**src/rtl/dpd_pkg.sv**
```systemverilog
`timescale 1ns / 1ps
`default_nettype none
package dpd_pkg;

  localparam int BYTE_W = 8;

  localparam logic [BYTE_W-1:0] CH_START = 8'h24;
  localparam logic [BYTE_W-1:0] CH_HASH  = 8'h23;
  localparam logic [BYTE_W-1:0] CH_NAK   = 8'h2D;
  localparam logic [BYTE_W-1:0] CH_INTR  = 8'h03;

  typedef enum logic [2:0] {
    KIND_BYTE   = 3'd0,
    KIND_EMPTY  = 3'd1,
    KIND_NAK    = 3'd2,
    KIND_RESEND = 3'd3,
    KIND_INTR   = 3'd4
  } kind_t;

  typedef struct packed {
    logic  vld;
    kind_t kind;
    logic  from_mem;
    logic  last;
  } dpd_res_t;

  typedef struct packed {
    logic       ok;
    logic [3:0] val;
  } hex_t;

  function automatic hex_t hex_decode(input logic [BYTE_W-1:0] c);
    hex_t h;
    h.ok  = 1'b1;
    h.val = 4'd0;
    if (c >= 8'h30 && c <= 8'h39) begin
      h.val = 4'(c - 8'h30);
    end else if (c >= 8'h61 && c <= 8'h66) begin
      h.val = 4'(c - 8'h57);
    end else if (c >= 8'h41 && c <= 8'h46) begin
      h.val = 4'(c - 8'h37);
    end else begin
      h.ok = 1'b0;
    end
    return h;
  endfunction

endpackage
`default_nettype wire

```
**src/rtl/dpd_payload_ram.sv**
```systemverilog
`timescale 1ns / 1ps
`default_nettype none
module dpd_payload_ram
  import dpd_pkg::*;
#(
  parameter int DEPTH = 64,
  parameter int AW    = 6
) (
  input  wire logic              clk,
  input  wire logic              wr_en,
  input  wire logic [AW-1:0]     wr_addr,
  input  wire logic [BYTE_W-1:0] wr_data,
  input  wire logic              rd_en,
  input  wire logic [AW-1:0]     rd_addr,
  output logic      [BYTE_W-1:0] rd_data
);

  logic [BYTE_W-1:0] mem [DEPTH];

  always_ff @(posedge clk) begin
    if (wr_en) begin
      mem[wr_addr] <= wr_data;
    end
  end

  always_ff @(posedge clk) begin
    if (rd_en) begin
      rd_data <= mem[rd_addr];
    end
  end

endmodule
`default_nettype wire

```
**src/rtl/dpd_parser.sv**
```systemverilog
`timescale 1ns / 1ps
`default_nettype none
module dpd_parser
  import dpd_pkg::*;
#(
  parameter int MAX_PAYLOAD = 64,
  parameter int AW          = 6,
  parameter int CW          = 7
) (
  input  wire logic              clk,
  input  wire logic              rst,
  input  wire logic              in_valid,
  output logic                   in_ready,
  input  wire logic [BYTE_W-1:0] in_byte,
  input  wire logic              out_free,
  output dpd_res_t               res,
  output logic                   wr_en,
  output logic      [AW-1:0]     wr_addr,
  output logic      [BYTE_W-1:0] wr_data,
  output logic                   rd_en,
  output logic      [AW-1:0]     rd_addr
);

  typedef enum logic [1:0] {
    PH_SEARCH,
    PH_PAYLOAD,
    PH_CHECK,
    PH_DRAIN
  } phase_t;

  phase_t            phase;
  logic [CW-1:0]     count;
  logic [BYTE_W-1:0] sum;
  logic              ovf;
  logic [3:0]        first_digit;
  logic              first_valid;
  logic              digits_seen;
  logic [AW-1:0]     rd_idx;
  logic              rd_pend;
  logic              pend_last;

  logic              accept;
  hex_t              hx;
  logic [BYTE_W-1:0] cs_value;
  logic              cs_match;
  logic              has_room;
  logic              issue_last;

  assign in_ready = (phase != PH_DRAIN) && !rd_pend && out_free;
  assign accept   = in_valid && in_ready;
  assign hx       = hex_decode(in_byte);
  assign has_room = count < CW'(MAX_PAYLOAD);

  always_comb begin
    if (!first_valid) begin
      cs_value = '0;
    end else if (hx.ok) begin
      cs_value = {first_digit, hx.val};
    end else begin
      cs_value = {4'd0, first_digit};
    end
  end

  assign cs_match = (cs_value == sum) && !ovf;

  assign wr_en   = accept && (phase == PH_PAYLOAD) && (in_byte != CH_HASH) && has_room;
  assign wr_addr = count[AW-1:0];
  assign wr_data = in_byte;

  assign rd_en      = (phase == PH_DRAIN) && out_free && !rd_pend;
  assign rd_addr    = rd_idx;
  assign issue_last = (CW'(rd_idx) + CW'(1)) == count;

  always_comb begin
    res          = '0;
    res.kind     = KIND_BYTE;
    if (rd_pend) begin
      res.vld      = 1'b1;
      res.from_mem = 1'b1;
      res.last     = pend_last;
    end else if (accept) begin
      unique case (phase)
        PH_SEARCH: begin
          if (in_byte == CH_NAK) begin
            res.vld  = 1'b1;
            res.kind = KIND_RESEND;
            res.last = 1'b1;
          end else if (in_byte == CH_INTR) begin
            res.vld  = 1'b1;
            res.kind = KIND_INTR;
            res.last = 1'b1;
          end
        end
        PH_CHECK: begin
          if (in_byte != CH_HASH && digits_seen) begin
            if (!cs_match) begin
              res.vld  = 1'b1;
              res.kind = KIND_NAK;
              res.last = 1'b1;
            end else if (count == '0) begin
              res.vld  = 1'b1;
              res.kind = KIND_EMPTY;
              res.last = 1'b1;
            end
          end
        end
        PH_PAYLOAD, PH_DRAIN: begin
        end
        default: begin
        end
      endcase
    end
  end

  always_ff @(posedge clk) begin
    if (rst) begin
      phase       <= PH_SEARCH;
      count       <= '0;
      sum         <= '0;
      ovf         <= 1'b0;
      first_digit <= '0;
      first_valid <= 1'b0;
      digits_seen <= 1'b0;
      rd_idx      <= '0;
      rd_pend     <= 1'b0;
      pend_last   <= 1'b0;
    end else begin
      rd_pend <= rd_en;
      if (rd_en) begin
        pend_last <= issue_last;
      end
      unique case (phase)
        PH_SEARCH: begin
          if (accept && in_byte == CH_START) begin
            phase       <= PH_PAYLOAD;
            count       <= '0;
            sum         <= '0;
            ovf         <= 1'b0;
            first_digit <= '0;
            first_valid <= 1'b0;
            digits_seen <= 1'b0;
          end
        end
        PH_PAYLOAD: begin
          if (accept) begin
            if (in_byte == CH_HASH) begin
              phase       <= PH_CHECK;
              digits_seen <= 1'b0;
              first_valid <= 1'b0;
              first_digit <= '0;
            end else begin
              sum <= sum + in_byte;
              if (has_room) begin
                count <= count + CW'(1);
              end else begin
                ovf <= 1'b1;
              end
            end
          end
        end
        PH_CHECK: begin
          if (accept && in_byte != CH_HASH) begin
            if (!digits_seen) begin
              first_digit <= hx.val;
              first_valid <= hx.ok;
              digits_seen <= 1'b1;
            end else begin
              sum         <= '0;
              ovf         <= 1'b0;
              first_digit <= '0;
              first_valid <= 1'b0;
              digits_seen <= 1'b0;
              rd_idx      <= '0;
              if (cs_match && count != '0) begin
                phase <= PH_DRAIN;
              end else begin
                phase <= PH_SEARCH;
                count <= '0;
              end
            end
          end
        end
        PH_DRAIN: begin
          if (rd_en) begin
            rd_idx <= rd_idx + AW'(1);
            if (issue_last) begin
              phase <= PH_SEARCH;
              count <= '0;
            end
          end
        end
        default: begin
          phase <= PH_SEARCH;
        end
      endcase
    end
  end

endmodule
`default_nettype wire

```
**src/rtl/debugger_packet_deframer.sv**
```systemverilog
`timescale 1ns / 1ps
`default_nettype none
// Debugger packet deframer.
// Slave stream: one received link byte per request in s_axis_tdata.
// Master stream: results; tuser carries the kind (payload byte, empty packet,
// send NAK, resend last reply, interrupt), tdata the payload byte (zero for
// other kinds), tlast marks the final result caused by one input byte.
// A '$' opens a packet; payload up to '#' goes to an on-chip payload memory
// of MAX_PAYLOAD bytes while its modulo-256 sum is tracked; two hex checksum
// characters close it. A good packet is replayed from the memory.
// Throughput: one input byte per cycle while the output register is free or
// being taken and no replay is in progress. A control result appears on the
// master side in the cycle after the causing byte. A good packet is replayed
// one byte at a time: registered memory read, then the output register, with
// the next read only after that; intake stays blocked until replay is done.
// Reset clears the parser to searching for '$' and empties the output
// register; the payload memory needs no clearing. When the receiver stalls,
// the output register holds its result and intake and replay pause.
module debugger_packet_deframer
  import dpd_pkg::*;
#(
  parameter int MAX_PAYLOAD = 64
) (
  input  wire logic              clk,
  input  wire logic              rst,
  input  wire logic              s_axis_tvalid,
  output logic                   s_axis_tready,
  input  wire logic [BYTE_W-1:0] s_axis_tdata,   // [7:0] rx_byte
  output logic                   m_axis_tvalid,
  input  wire logic              m_axis_tready,
  output logic      [BYTE_W-1:0] m_axis_tdata,   // [7:0] data
  output logic      [2:0]        m_axis_tuser,   // [2:0] kind
  output logic                   m_axis_tlast
);

  localparam int AW = (MAX_PAYLOAD > 1) ? $clog2(MAX_PAYLOAD) : 1;
  localparam int CW = $clog2(MAX_PAYLOAD + 1);

  dpd_res_t          res;
  logic              out_free;
  logic              wr_en;
  logic [AW-1:0]     wr_addr;
  logic [BYTE_W-1:0] wr_data;
  logic              rd_en;
  logic [AW-1:0]     rd_addr;
  logic [BYTE_W-1:0] rd_data;

  logic              o_valid;
  kind_t             o_kind;
  logic [BYTE_W-1:0] o_data;
  logic              o_last;

  assign out_free = !o_valid || m_axis_tready;

  dpd_parser #(
    .MAX_PAYLOAD(MAX_PAYLOAD),
    .AW         (AW),
    .CW         (CW)
  ) u_parser (
    .clk     (clk),
    .rst     (rst),
    .in_valid(s_axis_tvalid),
    .in_ready(s_axis_tready),
    .in_byte (s_axis_tdata),
    .out_free(out_free),
    .res     (res),
    .wr_en   (wr_en),
    .wr_addr (wr_addr),
    .wr_data (wr_data),
    .rd_en   (rd_en),
    .rd_addr (rd_addr)
  );

  dpd_payload_ram #(
    .DEPTH(MAX_PAYLOAD),
    .AW   (AW)
  ) u_ram (
    .clk    (clk),
    .wr_en  (wr_en),
    .wr_addr(wr_addr),
    .wr_data(wr_data),
    .rd_en  (rd_en),
    .rd_addr(rd_addr),
    .rd_data(rd_data)
  );

  always_ff @(posedge clk) begin
    if (rst) begin
      o_valid <= 1'b0;
    end else if (res.vld) begin
      o_valid <= 1'b1;
    end else if (m_axis_tready) begin
      o_valid <= 1'b0;
    end
  end

  always_ff @(posedge clk) begin
    if (res.vld) begin
      o_kind <= res.kind;
      o_data <= res.from_mem ? rd_data : '0;
      o_last <= res.last;
    end
  end

  assign m_axis_tvalid = o_valid;
  assign m_axis_tdata  = o_data;
  assign m_axis_tuser  = o_kind;
  assign m_axis_tlast  = o_last;

endmodule
`default_nettype wire

```
**config.mk**
```make
export PLATFORM = sky130hd
export DESIGN_NAME = debugger_packet_deframer
export DESIGN_NICKNAME = d
export VERILOG_FILES = /design/src/rtl/dpd_pkg.sv /design/src/rtl/dpd_payload_ram.sv /design/src/rtl/dpd_parser.sv /design/src/rtl/debugger_packet_deframer.sv
export SDC_FILE = /design/constraint.sdc
export NUM_CORES = 1
export LEC_CHECK = 0
export BUFFER_PORTS_ARGS = -buffer_cell sky130_fd_sc_hd__clkbuf_2
export CORE_UTILIZATION = 30
export CTS_BUF_LIST = sky130_fd_sc_hd__clkbuf_8
export DETAILED_ROUTE_END_ITERATION = 6
export HOLD_SLACK_MARGIN = 0.05
export PLACE_DENSITY_LB_ADDON = 0.05
export RECOVER_POWER = 100
export SYNTH_ARGS = -nofsm -noshare
export SYNTH_HDL_FRONTEND = slang
export SYNTH_HIERARCHICAL = 1
export SYNTH_SLANG_ARGS = --single-unit
```
**constraint.sdc**
```tcl
create_clock -name clk -period 4.5 [get_ports clk]
set_input_delay 0.675 -clock clk [delete_from_list [all_inputs] [get_ports clk]]
set_output_delay 0.675 -clock clk [all_outputs]
set_load 0.005 [all_outputs]
```
==> results of run 1 <==
[power groups by stage]
stage               registers (mW)  logic, mW  clock network (mW)
floorplan                     5.90      0.453                   0
global placement              5.93      0.679                   0
detailed placement            5.93      0.676                   0
CTS                           5.82      0.678                4.80
global route                  5.83      0.720                5.01
finish                        5.83      0.658                4.60
[logic make-up (layout without fill, tap and decap cells)]
logic type | Yosys count | in the layout | share of synthesized area [%]
DFF | 565 | 565 | 70.73
buffers and inverters | 104 | 340 | 2.357
other | 0 | 2 | 0
xor gates and xnor gates | 14 | 14 | 0.5213
AOI/OAI and AO/OA | 190 | 190 | 5.974
muxes | 143 | 143 | 12.69
and+or+nand+nor | 322 | 322 | 6.900
adders and majority gates | 15 | 15 | 0.8299
[final cells by class]
type / count / area share, %
clock buffer: 108 / 5.481
sequential: 565 / 61.40
antenna: 2 / 0.01846
inverter: 19 / 0.2630
timing repair buffer: 130 / 3.087
clock inverter: 83 / 1.624
multi-input combinational: 684 / 23.33
tap: 1040 / 4.799
[cell usage in the layout (no fill, tap or decap), types with 12 or more instances in the layout]
cell / count
a21oi_1: 32
a22oi_1: 15
buf_4: 70
clkbuf_1: 51
clkbuf_8: 108
clkinv_1: 29
clkinv_2: 17
dfxtp_1: 28
edfxtp_1: 532
ha_1: 14
inv_1: 47
mux2i_1: 18
mux4_2: 124
nand2_1: 50
nand3_1: 36
nor2_1: 121
nor2b_1: 12
nor3_1: 14
o21ai_0: 22
o22ai_1: 23
[worst paths after layout]
check	from	to	slack, ns	depth (start not counted)
min reg2reg	u_parser/pend_last$_SDFFE_PP0P_	u_parser/pend_last$_SDFFE_PP0P_	0.46	2
min	m_axis_tready	m_axis_tvalid$_SDFFE_PP0P_	0.27	3
max	s_axis_tdata[2]	u_ram/mem[18][6]$_DFFE_PP_	0.72	11
max reg2reg	u_parser/rd_addr[3]$_SDFFE_PP0P_	u_parser/count[4]$_SDFFE_PP0P_	0.94	7
[layer usage]
metal	GRT usage (%)	part of all wire, %	up-vias
met2	26.65	46	289
met1	24.20	48	6848
met3	2.652	3.6	108
met5	0	0	-
met4	5.630	2.4	0
li1	-	-	5795
[cells in the mapped netlist, types with 5 or more instances]
cell,number,area [sq um]
mux4_2,124,2793
xor2_1,6,52.55
o22ai_1,23,143.9
a21o_1,9,67.56
and2_1,10,62.56
nand3_1,36,180.2
dfxtp_1,33,660.6
a211oi_1,6,45.04
nand2b_1,9,56.30
a31oi_1,11,68.82
nor2b_1,12,75.07
nand4_1,6,37.54
nand3b_1,8,60.06
o21ai_0,22,110.1
edfxtp_1,532,15980
buf_6,5,56.30
buf_4,24,180.2
or3_1,11,68.82
nor4_1,7,43.79
a22oi_1,15,112.6
ha_1,14,175.2
inv_1,17,63.81
nor2_1,121,454.2
xnor2_1,8,70.07
mux2i_1,18,180.2
clkbuf_1,37,138.9
o221ai_1,9,78.83
buf_2,16,80.08
o21bai_1,6,45.04
a21oi_1,31,155.2
nand2_1,50,187.7
o21a_1,6,45.04
or2_2,7,43.79
nor3_1,14,70.07
a221oi_1,7,61.31
[sequential cells by signal, indices dropped and copies added, names as in the netlist]
signal	flops
u_ram/mem	512
m_axis_tdata	8
u_parser/sum	8
u_ram/rd_data	8
u_parser/count	7
u_parser/rd_addr	6
u_parser/first_digit	4
m_axis_tuser	3
u_parser/phase	2
m_axis_tlast	1
m_axis_tvalid	1
u_parser/digits_seen	1
u_parser/first_valid	1
u_parser/ovf	1
u_parser/pend_last	1
u_parser/rd_pend	1
[worst reg2reg max path, stage by stage, from the launching register on]
cell and delay, ns:
dfxtp_2 0.75, nand2_1 0.17, or3_1 0.37, a211o_1 0.32, a2111oi_0 0.72, o21bai_1 0.22, a21oi_1 0.67, a311oi_2 0.19
[per-stage QoR]
stage          utilization (%)  hold WS [ns]  instance area (sq um)
2_1_floorplan                -        0.4321                  23520
3_3_place_gp             32.70        0.4492                  25330
3_5_place_dp             32.70        0.4505                  25330
4_1_cts                  35.18        0.1959                  27250
5_1_grt                  35.00        0.2240                  27110
6_report                 35.00        0.2743                  27120
==> results, run 1 <==
- The run finished, with violations left.
- The checks that failed: capacitance limit, slew limit.
- The number of placed I/O pins is 26.
- The fraction of power consumed by the clock network is 41.5%.
- Excluding fillers, the count of instances in the completed layout stands at 2,631.
- The tool flagged a number of max-cap violations equal to 4.
- The mapped netlist covers 23,520 sq um.
- The post-layout minimum cycle time is 3.784 ns.
- The detail route stage leaves a number of antenna-violating nets equal to 0.
- Setup repair after global routing left no endpoint under its margin.
- The top cell family by delay on the critical path is buffers and inverters.
- The primary flip-flop cell chosen by synthesis mapping is edfxtp_1.
- The average footprint of a synthesized cell is ~17 sq um.
- After clock tree synthesis, the flow added hold-fix buffers numbering 0.
- The delay of the slowest cell on the worst path is 0.81 ns.
- The maximum clock frequency is about 260 MHz.
- The vertical die dimension is around 280 um.
- The static leakage is ~8.4 nW.
- STA classifies the critical path endpoint as a register.
- The total die area is 79,520 sq um.
- The first routing iteration left around 800 violations.
- Counting flops and latches in the post-synthesis netlist gives 565.
- The clock tree from TritonCTS is built.
- The clock network latency to the later pin of the worst-skew pair is 0.71 ns.
- Summing the sequential cell areas from Yosys gives a little over two thirds of the chip area.
- Net switching is 24.15% of the power.
- For the worst setup path, the data arrival time is 4.09 ns.
- The critical path goes through clkbuf_1, clkbuf_1, nor3b_1, clkbuf_1, a2111o_1, nor3_1, buf_4, nand3_1, clkbuf_1, nor2_1, clkbuf_1.
- Synthesis produced a netlist whose cell count is approximately 1.4k.
- Entering global routing, the biggest net connects 76 pins.
- The cell type of the slowest stage on the worst timing path is clkbuf_1.
- The internal portion of the total power is 8.407 mW.
- The final layout contains 1,532 nets.
- The share of the clock period used by the worst path is 84.09%.
- The count of pins over their slew limit is 200.
- The number of antenna violations at the first check in global routing is 2.
- The worst-margin pin slew is 3.316 ns.
- The number of placed cells counting well taps is 2,438.
- After detailed routing, the number of vias per cell comes to 4.956.
- Between clock sinks in the finished design, the worst skew comes to 0.04376 ns.
- The critical path in this run is classified as input pin to register.
- The number of buffers inserted during clock tree synthesis is 105.
- Total power for the finished layout comes to 11.08 mW.
- The sequential cells in the finished layout cover a total of between 15,000 and 20,000 sq um.
- The detailed-route wire length is between 60,000 and 70,000 um.
- OpenSTA, run right after detailed placement, puts the worst setup slack at between 0.4 and 0.5 ns.
- The congestion estimate from routability-driven global placement came to 0.7651.
- VDD sags by at most 0.0001971 V.
- The quantity of I/O buffers inserted on ports is 25.
- After detailed routing, the average wire length per cell comes to 25.41 um.
- In the final layout, the share of cells above drive strength 1 is 22.84%.
- The net switching component of the power is 2.677 mW.
- The synthesized net count is 1,380.
- The worst slew slack as a fraction of its limit is -121.1%.
- The initial utilization of the core area, before any placement, comes to 30.36%.
- The tree is rooted in a clkbuf_8.
- The fraction of power consumed by sequential logic is 52.6%.
- The width of the chip is 282 um.
- Counting both buffers and inverters, the worst setup path holds a total of 6.
- Setup violations remaining at the end of the flow were counted as 0.
- The routed layout has 13.04k vias.
- The depth of the CTS H-tree is 3.
- For the worst setup path, the data required time is 4.81 ns.
- The first global-routing pass estimated 96,680 um of wire.
- Relative to the synthesized area, the layout overhead comes to 15.29%.
- Counting every sink on the clock net gives 565.
- The footprint of the multi-input gates is 6326 sq um.
- The post-CTS setup-driven buffer insertion count is 0.
- Across every metal layer, demand over resource in global routing totals between 10% and 20%.
- Clock-pin slew was measured on the worst setup and hold paths at 0.06 ns.
- Detailed placement finished with a half-perimeter wire length of 41,590 um.
- After synthesis, the netlist uses 79 different library cells.
- The fraction of synthesis flops using an asynchronous set or reset pin is 0%.
- The core footprint is 77,470 sq um.
- The largest fanout on the critical path is 21.
- The filler cells instantiated in the layout total 7,454.
- The dominant cell type by count on the critical path is clkbuf_1.
- After global routing the overflow that remains totals 0.
- The share of total power dissipated in combinational logic is 5.9%.
- The worst setup path is launched from an input pin.
- The accumulated negative setup slack is 0 ns.
- The total DRC errors in the routed layout is 0.
- Setup slack on the critical path of the routed design comes to just over 0.7 ns.
- The number of hold violations in the final report came to 0.
- The min-delay analysis places its worst path in the category input pin to register.
- The initialized floorplan defines 102 standard-cell rows.
- The number of search-and-repair iterations in the first detailed-routing pass is 5.
- The number of gates resized after CTS was 0.
- The Yosys step of the flow raised 6 warnings.
- The longest clock path from root to sink contains 3 buffers.
- The via count of the first global-routing pass is 13.49k.
- In this run, synthesis inferred 532 flip-flops with an integrated enable.
- Dividing total power by cell area gives a power density of 408.8 nW/um^2.
No activity file was read; power rests on OpenSTA's default activity.
==> run 2: changes to the inputs <==
==> constraint.sdc (replaced) <==
create_clock -name clk -period 3.8 [get_ports clk]
set_input_delay 0.57 -clock clk [delete_from_list [all_inputs] [get_ports clk]]
set_output_delay 0.57 -clock clk [all_outputs]
set_load 0.005 [all_outputs]
==> run 2 against run 1 <==
The run still ends with capacitance limit, slew limit left. Clock skew down 0.011 ns. Hold slack worse by 0.074 ns. Non-clock buffer count rose by 27. Cell area is essentially flat. Die area unchanged. Total power is 18% higher. Global-route usage decreased by 0.15 points. Sequential share of layout area about the same. Via count increased by 1.0%. Clock power rose by 18%. Critical endpoint is now u_ram/mem[55][6]$_DFFE_PP_.
==> results, run 2 (same netlist as run 1, synthesis figures left out) <==
- The classification of the worst setup path is input pin to register (unchanged).
- The buffer levels on the longest clock path is 3 (unchanged).
- Violated checks: capacitance limit, slew limit (unchanged).
- The total DRC errors in the routed layout was 0 (unchanged).
- The power density over the cells came to 483.5 nW/um^2 (was 408.8 nW/um^2).
- The number of vias per cell after detailed routing is 4.974 (was 4.956).
- The endpoint required time on the critical path is 4.11 ns (was 4.81 ns).
- The count of antenna-violating nets left after detailed routing was 0 (unchanged).
- The number of buffers added to fix hold violations after cts is 0 (unchanged).
- The via count of the first global-routing pass is 13.54k (was 13.49k).
- The clock tree from TritonCTS is built (unchanged).
- The endpoint of the worst-slack reg-to-reg timing path is u_ram/mem[55][6]$_DFFE_PP_ (was u_parser/count[4]$_SDFFE_PP0P_).
- The fraction of final layout cells sized beyond drive strength 1 was 21.35% (was 22.84%).
- The number of cells on the critical path came to 10 (was 11).
- The reported max-cap violation count was 6 (was 4).
- The register-to-register setup slack is 0.53 ns (was 0.94 ns).
- The number of buffers inserted during clock tree synthesis is 101 (was 105).
- The critical path capture point type was a register (unchanged).
- The number of search-and-repair iterations in the first detailed-routing pass is 5 (unchanged).
- The number of cells on the worst reg-to-reg path is 8 (was 7).
- The count of pins over their slew limit is 334 (was 200).
- The largest fanout on the critical path is 15 (was 21).
- The total die area is 79,520 sq um (unchanged).
- The number of sinks on the clock net is 565 (unchanged).
- The post-CTS setup-driven buffer insertion count is 0 (unchanged).
- The initial detailed-routing violation count is 910 (was 804).
- The worst-case hold slack is 0.2007 ns (was 0.2743 ns).
- The share of the clock period used by the worst path is 87.91%.
- The width of the chip is 282 um (unchanged).
- Cell chain of the critical path: clkbuf_1, clkbuf_1, nor3b_1, a2111o_1, nor3_1, buf_4, clkbuf_1, nand3_1, nor2_1, clkbuf_1 (was clkbuf_1, clkbuf_1, nor3b_1, clkbuf_1, a2111o_1, nor3_1, buf_4, nand3_1, clkbuf_1, nor2_1, clkbuf_1).
- The detailed-route wire length is 66,020 um (was 66,840 um).
- The delay of the slowest cell on the worst path was 0.56 ns (was 0.81 ns).
- The number of vias after detailed routing is 13.17k (was 13.04k).
- The library cell used as clock root buffer is clkbuf_8 (unchanged).
- The last weighted congestion value of the routability-driven placer is 0.7806 (was 0.7651).
- The number of hold violations in the final report is 0 (unchanged).
- The flip-flop count of the largest register, all copies and words added is 512 (unchanged).
- Status: complete, but fails checks (unchanged).
- The overall fraction of global-route tracks in use is 16.91% (was 17.06%).
- The clock tree skew after final layout was 0.03244 ns (was 0.04376 ns).
- The global-route wire length before repair is 95,880 um (was 96,680 um).
- The cell area reported after detailed placement is 25,530 sq um (was 25,330 sq um).
- The post-route core utilization is 35.03% (was 35.00%).
- The final setup violation count is 0 (unchanged).
- The clock input transition at the sequential cells of the worst setup and hold paths is 0.06 ns (about the same).
- The accumulated negative setup slack came to 0 ns (unchanged).
- The count of cells resized by post-cts repair came to 0 (unchanged).
- The number of placed I/O pins is 26 (unchanged).
- The core footprint is 77,470 sq um (unchanged).
- The number of antenna violations at the first check in global routing is 3 (was 2).
- The leading cell type in the layout, fill and taps excluded is edfxtp_1 (unchanged).
- The clock network latency to the later pin of the worst-skew pair came to 0.70 ns (was 0.71 ns).
- The static leakage is 8.358 nW (was 8.399 nW).
- Timing would allow up to 299.3 MHz.
- The half-perimeter wire length of the detailed placement result is 41,760 um (was 41,590 um).
- The nature of the critical path startpoint is an input pin (unchanged).
- The number of nets in the final layout came to 1,555 (was 1,532).
- The dominant cell type by count on the critical path is clkbuf_1 (unchanged).
- Setup repair after global routing missed its margin: false (unchanged).
- The sink of the worst hold path is m_axis_tvalid$_SDFFE_PP0P_ (unchanged).
- The worst path arrival time was 3.65 ns (was 4.09 ns).
- The post-layout minimum cycle time is around 3.3 ns.
- The instance count along the most critical hold path came to 3 (unchanged).
- The vertical die dimension was 282 um (unchanged).
- The launch point of the worst reg-to-reg path is u_parser/phase[0]$_SDFFE_PP0P_ (was u_parser/rd_addr[3]$_SDFFE_PP0P_).
- The worst slew slack as a fraction of its limit came to -20.41% (was -121.1%).
- The depth of the CTS H-tree was 3 (unchanged).
- The final design area excluding fillers was 27,130 sq um (was 27,120 sq um).
- The quantity of I/O buffers inserted on ports is 25 (unchanged).
- The maximum vdd ir drop was 0.0002245 V (was 0.0001971 V).
- The number of rows created at floorplan is 102 (unchanged).
- The detailed-route wire length per cell is 24.93 um (was 25.41 um).
- The starting utilization of the core area came to 30.36% (unchanged).
- The top cell family by delay on the critical path is buffers and inverters (unchanged).
- The class of the tightest hold or removal check is input pin to register (unchanged).
- The area growth from synthesis to final layout is 15.37% (was 15.29%).
- The total buffers and inverters traversed by the critical path is 5 (was 6).
- The register containing the most flip-flops in the final layout was u_ram/mem (unchanged).
- The largest net degree at the start of global routing is 70 (was 76).
- The worst-margin pin slew is 1.806 ns (was 3.316 ns).
- The overall overflow remaining after global route is 0 (unchanged).
- Most used cells in the layout excluding fill and tap cells: edfxtp_1 (532), mux4_2 (124), nor2_1 (121) (unchanged).
- The launch point of the worst hold path is m_axis_tready (unchanged).
- The cell type of the slowest stage on the worst timing path was clkbuf_1 (unchanged).
- The total power consumption of the routed design was 13.12 mW (was 11.08 mW).
## run 2: tightest hold or removal path, delay by kind of cell
kind | cells | cell delay, ns
buf+inv | 1 | 0.07
compound gates | 1 | 0.06
simple gates | 1 | 0.12
## run 2: worst max-delay path by stage
| stage | start | to | slack (ns) |
|---|---|---|---|
| 4_1_cts | u_parser/rd_addr[0]$_SDFFE_PP0P_ | u_ram/rd_data[3]$_DFFE_PP_ | 0.70 |
| 6_report | s_axis_tdata[3] | u_ram/mem[55][6]$_DFFE_PP_ | 0.46 |
| 3_5_place_dp | s_axis_tdata[4] | m_axis_tdata[4]$_SDFFCE_PN0P_ | 0.1 |
| 3_3_place_gp | s_axis_tdata[4] | m_axis_tvalid$_SDFFE_PP0P_ | 0.09 |
| 2_1_floorplan | s_axis_tdata[0] | u_ram/mem[33][0]$_DFFE_PP_ | 0.30 |
| 5_1_grt | s_axis_tdata[3] | u_ram/mem[55][6]$_DFFE_PP_ | 0.32 |
## run 2: where the power goes
group          leakage, nW  internal (mW)  switching [mW]
sequential            5.05           6.85          0.0342
combinational         2.23          0.282           0.518
clock                 1.08           2.90            2.54
## run 2: layout make-up
type | count | area [sq um]
Antenna cell | 6 | 15.01
Clock buffer | 102 | 1404
Clock inverter | 75 | 484.2
Fill cell | 7503 | 50330
Inverter | 19 | 71.32
Multi-Input combinational cell | 684 | 6322
Sequential cell | 565 | 16650
Tap cell | 1040 | 1301
Timing Repair Buffer | 157 | 887.1
## run 2: routing by layer
layer / global-route usage [%] / part of all wire (%) / vias to the layer above
met3: 3.240 / 4.7 / 100
met2: 25.89 / 46 / 305
met1: 24.10 / 47 / 6931
met4: 5.379 / 2.2 / 0
li1: - / - / 5835
met5: 0 / 0 / -
## run 2: through the flow
| step | setup WS, ns | std cells |
|---|---|---|
| 6_report | 0.4594 | 2648 |
| 5_1_grt | 0.3157 | 2647 |
| 4_1_cts | 0.7021 | 2642 |
| 3_5_place_dp | 0.09600 | 2465 |
| 3_3_place_gp | 0.09105 | 2465 |
| 2_1_floorplan | 0.2962 | 1353 |
